[src/rtl/core/bprq_pkg.sv]
// bprq_pkg: shared types and codes for the bitmap priority run queue.
// Used by the controller, datapath and top level; depends on nothing.
package bprq_pkg;
    localparam logic [1:0] KIND_ENQ    = 2'd0;
    localparam logic [1:0] KIND_REMOVE = 2'd1;
    localparam logic [1:0] KIND_PICK   = 2'd2;

    localparam logic [1:0] ST_OK        = 2'd0;
    localparam logic [1:0] ST_NONE      = 2'd1;
    localparam logic [1:0] ST_QUEUED    = 2'd2;
    localparam logic [1:0] ST_NOT_QUEUED = 2'd3;

    // controller -> datapath
    typedef struct packed {
        logic load;   // capture transaction, issue thread reads
        logic decide; // evaluate, issue head/tail reads
        logic commit; // write back links and masks, produce result
    } t_cmd;

    // datapath -> controller
    typedef struct packed {
        logic done;
    } t_sts;
endpackage

[src/rtl/core/bprq_ctrl.sv]
// bprq_ctrl: sequencing state machine of the run queue.
// Depends on bprq_pkg.
module bprq_ctrl import bprq_pkg::*; (
    input  logic i_clk,
    input  logic i_rst_n,
    input  logic i_valid,
    input  logic i_out_free,
    output logic o_stall,
    output t_cmd o_cmd
);
    typedef enum logic [4:0] {
        S_IDLE   = 5'b00001,
        S_READ   = 5'b00010,
        S_DECIDE = 5'b00100,
        S_LINK   = 5'b01000,
        S_COMMIT = 5'b10000
    } t_state;

    t_state r_state, n_state;

    always_comb begin
        n_state = r_state;
        case (r_state)
            S_IDLE:   if (i_valid) n_state = S_READ;
            S_READ:   n_state = S_DECIDE;
            S_DECIDE: n_state = S_LINK;
            S_LINK:   n_state = S_COMMIT;
            S_COMMIT: if (i_out_free) n_state = S_IDLE;
            default:  n_state = S_IDLE;
        endcase
    end

    always_ff @(posedge i_clk) begin
        if (!i_rst_n) begin
            r_state <= S_IDLE;
        end else begin
            r_state <= n_state;
        end
    end

    assign o_stall      = (r_state != S_IDLE);
    assign o_cmd.load   = (r_state == S_IDLE) && i_valid;
    assign o_cmd.decide = (r_state == S_READ);
    assign o_cmd.commit = (r_state == S_COMMIT) && i_out_free;
endmodule

[config.mk]
export PLATFORM = sky130hd
export DESIGN_NAME = bprq_ctrl
export DESIGN_NICKNAME = d
export VERILOG_FILES = /design/src/rtl/core/bprq_pkg.sv /design/src/rtl/core/bprq_ctrl.sv
export SDC_FILE = /design/constraint.sdc
export NUM_CORES = 1
export LEC_CHECK = 0
export ABC_AREA = 1
export BUFFER_PORTS_ARGS = -buffer_cell sky130_fd_sc_hd__buf_2
export CAP_MARGIN = 20
export CORE_AREA = 2 2 39 41
export DETAILED_ROUTE_END_ITERATION = 8
export DIE_AREA = 0 0 41 43
export GPL_TIMING_DRIVEN = 0
export MAX_ROUTING_LAYER = met4
export PLACE_DENSITY = 0.36
export SKIP_CTS_REPAIR_TIMING = 1
export SYNTH_ARGS = -nofsm -noshare
export SYNTH_HDL_FRONTEND = slang
export SYNTH_SLANG_ARGS = --single-unit
[constraint.sdc]
create_clock -name i_clk -period 2.6 [get_ports i_clk]
set_input_delay 0.39 -clock i_clk [delete_from_list [all_inputs] [get_ports i_clk]]
set_output_delay 0.39 -clock i_clk [all_outputs]
set_load 0.02 [all_outputs]
Yosys cells after proc, flatten, opt, wreduce, memory -nomap -nowiden
Cells that the tools add are included.
- flip-flop bits (word level): 5
- bits of input ports: 4
- output and inout bits: 4
- logic and storage cells: 15
- equal/unequal tests: 8
- mux-type cells: 3
- reductions and logical operators: 3
- operators with widths (operator ; number):
    5-bit one-hot mux with 5 select lines ; 1
    5-bit 2-to-1 mux ; 2
    5-bit by 1-bit equality test with 1-bit output, second input constant ; 1
    5-bit by 2-bit equality test with 1-bit output, second input constant ; 1
    5-bit by 3-bit equality test with 1-bit output, second input constant ; 1
    5-bit by 4-bit equality test with 1-bit output, second input constant ; 1
    5-bit equality test, second input constant ; 1
    5-bit by 1-bit inequality test with 1-bit output, second input constant ; 1
    2-bit inequality test, second input constant ; 2
    1-bit logical AND ; 2
    2-bit AND reduction ; 1

Longest topological paths before layout
- depth after elaboration: 3
- mapped depth: 7

Worst setup path before layout
No wires, ideal clock.
- kind: flip-flop to output port
- start: register r_state[0]
- end: output o_cmd[2] (netlist name)
- arrival time: 1.085 ns
- setup slack: 1.125 ns
- stages on the path, launching flop included: 5
- path buffers: 0
- path through: dfxtp_1 -> inv_2 -> nor2_2 -> nand3_1 -> nor2_1
- RTL lines (what ; RTL line ; RTL):
    from (decl) ; bprq_ctrl.sv:19 ; t_state r_state, n_state;
    from (signal assigned) ; bprq_ctrl.sv:37 ; r_state <= n_state;
    to (decl) ; bprq_ctrl.sv:9 ; output t_cmd o_cmd

==> qor.yml <==
status: "finished clean"
dieArea_um2: 1760
critPathMaxStageDelay_ns: 0.34
synth_cell_types: 13
ys_warn_count: 0
synth_nets: 49
dp.cells: 68
synth_xor_area_share_pct: 0
cts_max_level: 1
cts_buffer_depth: 2
p_leak_nw: 0.189
hold_depth: 3
finalSetupTns_ns: 0
crit_path_cell_trace: "nor2_4 -> nand2_1 -> nor2_1 -> buf_4 -> buf_2"
antenna_found_initial: 0
synthAdderAreaFrac_pct: 0
regArea_um2: 100
multi_input_area_um2: 143
ys_ff_latch: 5
die_h_um: 43
grt_max_degree: 6
reg2reg_from: "r_state[2]"
ys_top_cells_by_area: "dfxtp_1, nand2_1, inv_1"
core_area_um2: 1380
rows: 14
synth_area_um2: 288
cp_slowest_cell: "dfxtp_1"
drtAntennaViolNets: 0
synth_ff_type: "dfxtp_1"
startpoint_type: "flip-flop"
crit_buf_inv: 2
switching_share_pct: 34.9
wl_per_cell_um: 7.97
min_to: "r_state[4]"
critPathKind: "flip-flop to output pin"
yosys.area.top_type_share_pct: 34.8
path_clk_slew_ns: 0.05
critPathTopFamily: "simple AND/OR/NAND/NOR gates"
vias_per_cell: 4.08
synth_compound_area_share_pct: 3.48
reg2reg_depth: 6
insertion_delay_ns: 0.24
max_freq_mhz: 632
power_switching_mw: 0.0904
cts_tree: "done"
vias: 294
portBuffers: 7
drc_errors: 0
arrival_ns: 1.19
async_reset_ff_share_pct: 0
num-fill-cells: 165
endpoint_kind: "output pin"
syn_to_final_growth_pct: 28.3
clockPowerShare_pct: 36.0
drt-pass1-iter-count: 2
maxCapViolCount: 0
seq_area_frac_synth_pct: 34.8
slew_violations: 0
power_density_nw_per_um2: 701
synth_area_per_cell_um2: 6.40
ir_drop_v: 0.000285
rsz0062_at_grt: "no"
root_buffer: "clkbuf_4"
p_int_mw: 0.169
synth_mux_area_share_pct: 0
setup_viol: 0
grt_overflow: 0
hold_viol_final: 0
clock_skew_ns: 0.000412
synthSimpleGateAreaFrac_pct: 46.1
drtIter0Drc: 1
drive_gt1_share_pct: 30.4
yosysMostFrequentCell: "nand2_1"
fin_crit_ns: 1.58
timing.final.crit_share_pct: 60.9
hp-class: "input pin to flip-flop"
ff2ff_setup_slack_ns: 1.59
routed_wl_um: 574
min_from: "i_rst_n"
antenna_cells: 0
reg_top3: "r_state: 5 flops"
initial_utilization_pct: 20.8
place.gp.congestion: 0.695
instances_no_fill: 72
power_mw: 0.259
max-slew-margin-rel_pct: 89.5
grt_pass1_wl_um: 903
syn_inst: 45
r2r-end: "r_state[0]"
ios: 8
crit_fanout: 5
largest_reg_flops: 5
cts_made_buffers: 3
critPathRequiredTime_ns: 2.21
synth_top_family_by_area: "simple AND/OR/NAND/NOR gates"
tightest_slew_ns: 0.157
die_x_um: 41
groute.usage.overall_pct: 8.54
yosys.area.top_type: "dfxtp_1"
combinationalPowerShare_pct: 29.0
largest_register: "r_state"
final_nets: 61
synth-edff-count: 0
netlist_top_cells_count: "nand2_1, inv_1, nor2_1, dfxtp_1, nor2_2"
dp_hpwl_um: 458
grt_pass1_vias: 256
sequentialPowerShare_pct: 35.1
clock_sinks: 5
## placed cells by master, fill, tap and decap left out, drive strengths merged
cell type and n:
a21oi 2, buf 8, clkbuf 4, dfxtp 5
inv 10, nand2 10, nand3 2, nand4 2
nor2 10, nor3 3
## how the worst max path moves through the flow
stage,from,end,slack [ns],cells past startpoint
after floorplan,r_state[0],o_cmd[2],1.12,4
after global placement,r_state[2],o_cmd[1],1.27,5
after detailed placement,r_state[2],o_cmd[1],1.27,5
after CTS,r_state[2],o_cmd[1],1.01,5
after global routing,r_state[2],o_cmd[1],0.94,5
final,r_state[2],o_cmd[1],1.02,5
## worst min-delay path, stage by stage
cell     delay [ns]
buf_2          0.10
nand2_1        0.08
nor2_2         0.04
## metrics by stage
step	util (%)	hold WS, ns	instance area [um2]	setup WS, ns
floorplan	-	0.498	288	1.12
global placement	24.8	0.527	343	1.27
detailed placement	24.8	0.526	343	1.27
CTS	26.7	0.421	369	1.01
global route	26.7	0.436	369	0.935
finish	26.7	0.424	369	1.02
## final cells by class
cell class / instances / area share (%)
Buffer: 1 / 2.03
Tap cell: 16 / 5.42
Sequential cell: 5 / 27.1
Inverter: 10 / 10.2
Clock buffer: 4 / 7.12
Timing Repair Buffer: 7 / 9.49
Multi-Input combinational cell: 29 / 38.6
## power by group through the flow
stage	clock, mW	combinational (mW)	sequential (mW)
after floorplan	0	0.0573	0.0916
after global placement	0	0.0767	0.0923
after detailed placement	0	0.0756	0.0924
after CTS	0.0958	0.0759	0.0909
after global routing	0.102	0.0827	0.0920
final	0.0931	0.0750	0.0908
## kinds of logic (layout without fill, tap and decap cells)
| kind of cell | Yosys count | in the layout |
|---|---|---|
| buffers and inverters | 11 | 22 |
| flip-flops | 5 | 5 |
| AO/OA/AOI/OAI | 2 | 2 |
| AND/OR/NAND/NOR | 27 | 27 |
## layer usage
metal | share of wire (%) | vias to the layer above | track usage [%]
li1 | - | 157 | -
met1 | 41 | 126 | 7.72
met2 | 49 | 7 | 11.9
met3 | 5.4 | 4 | 3.14
met4 | 4.2 | 0 | 10.0
met5 | 0 | - | -
Power figures use the tool's default switching activity.
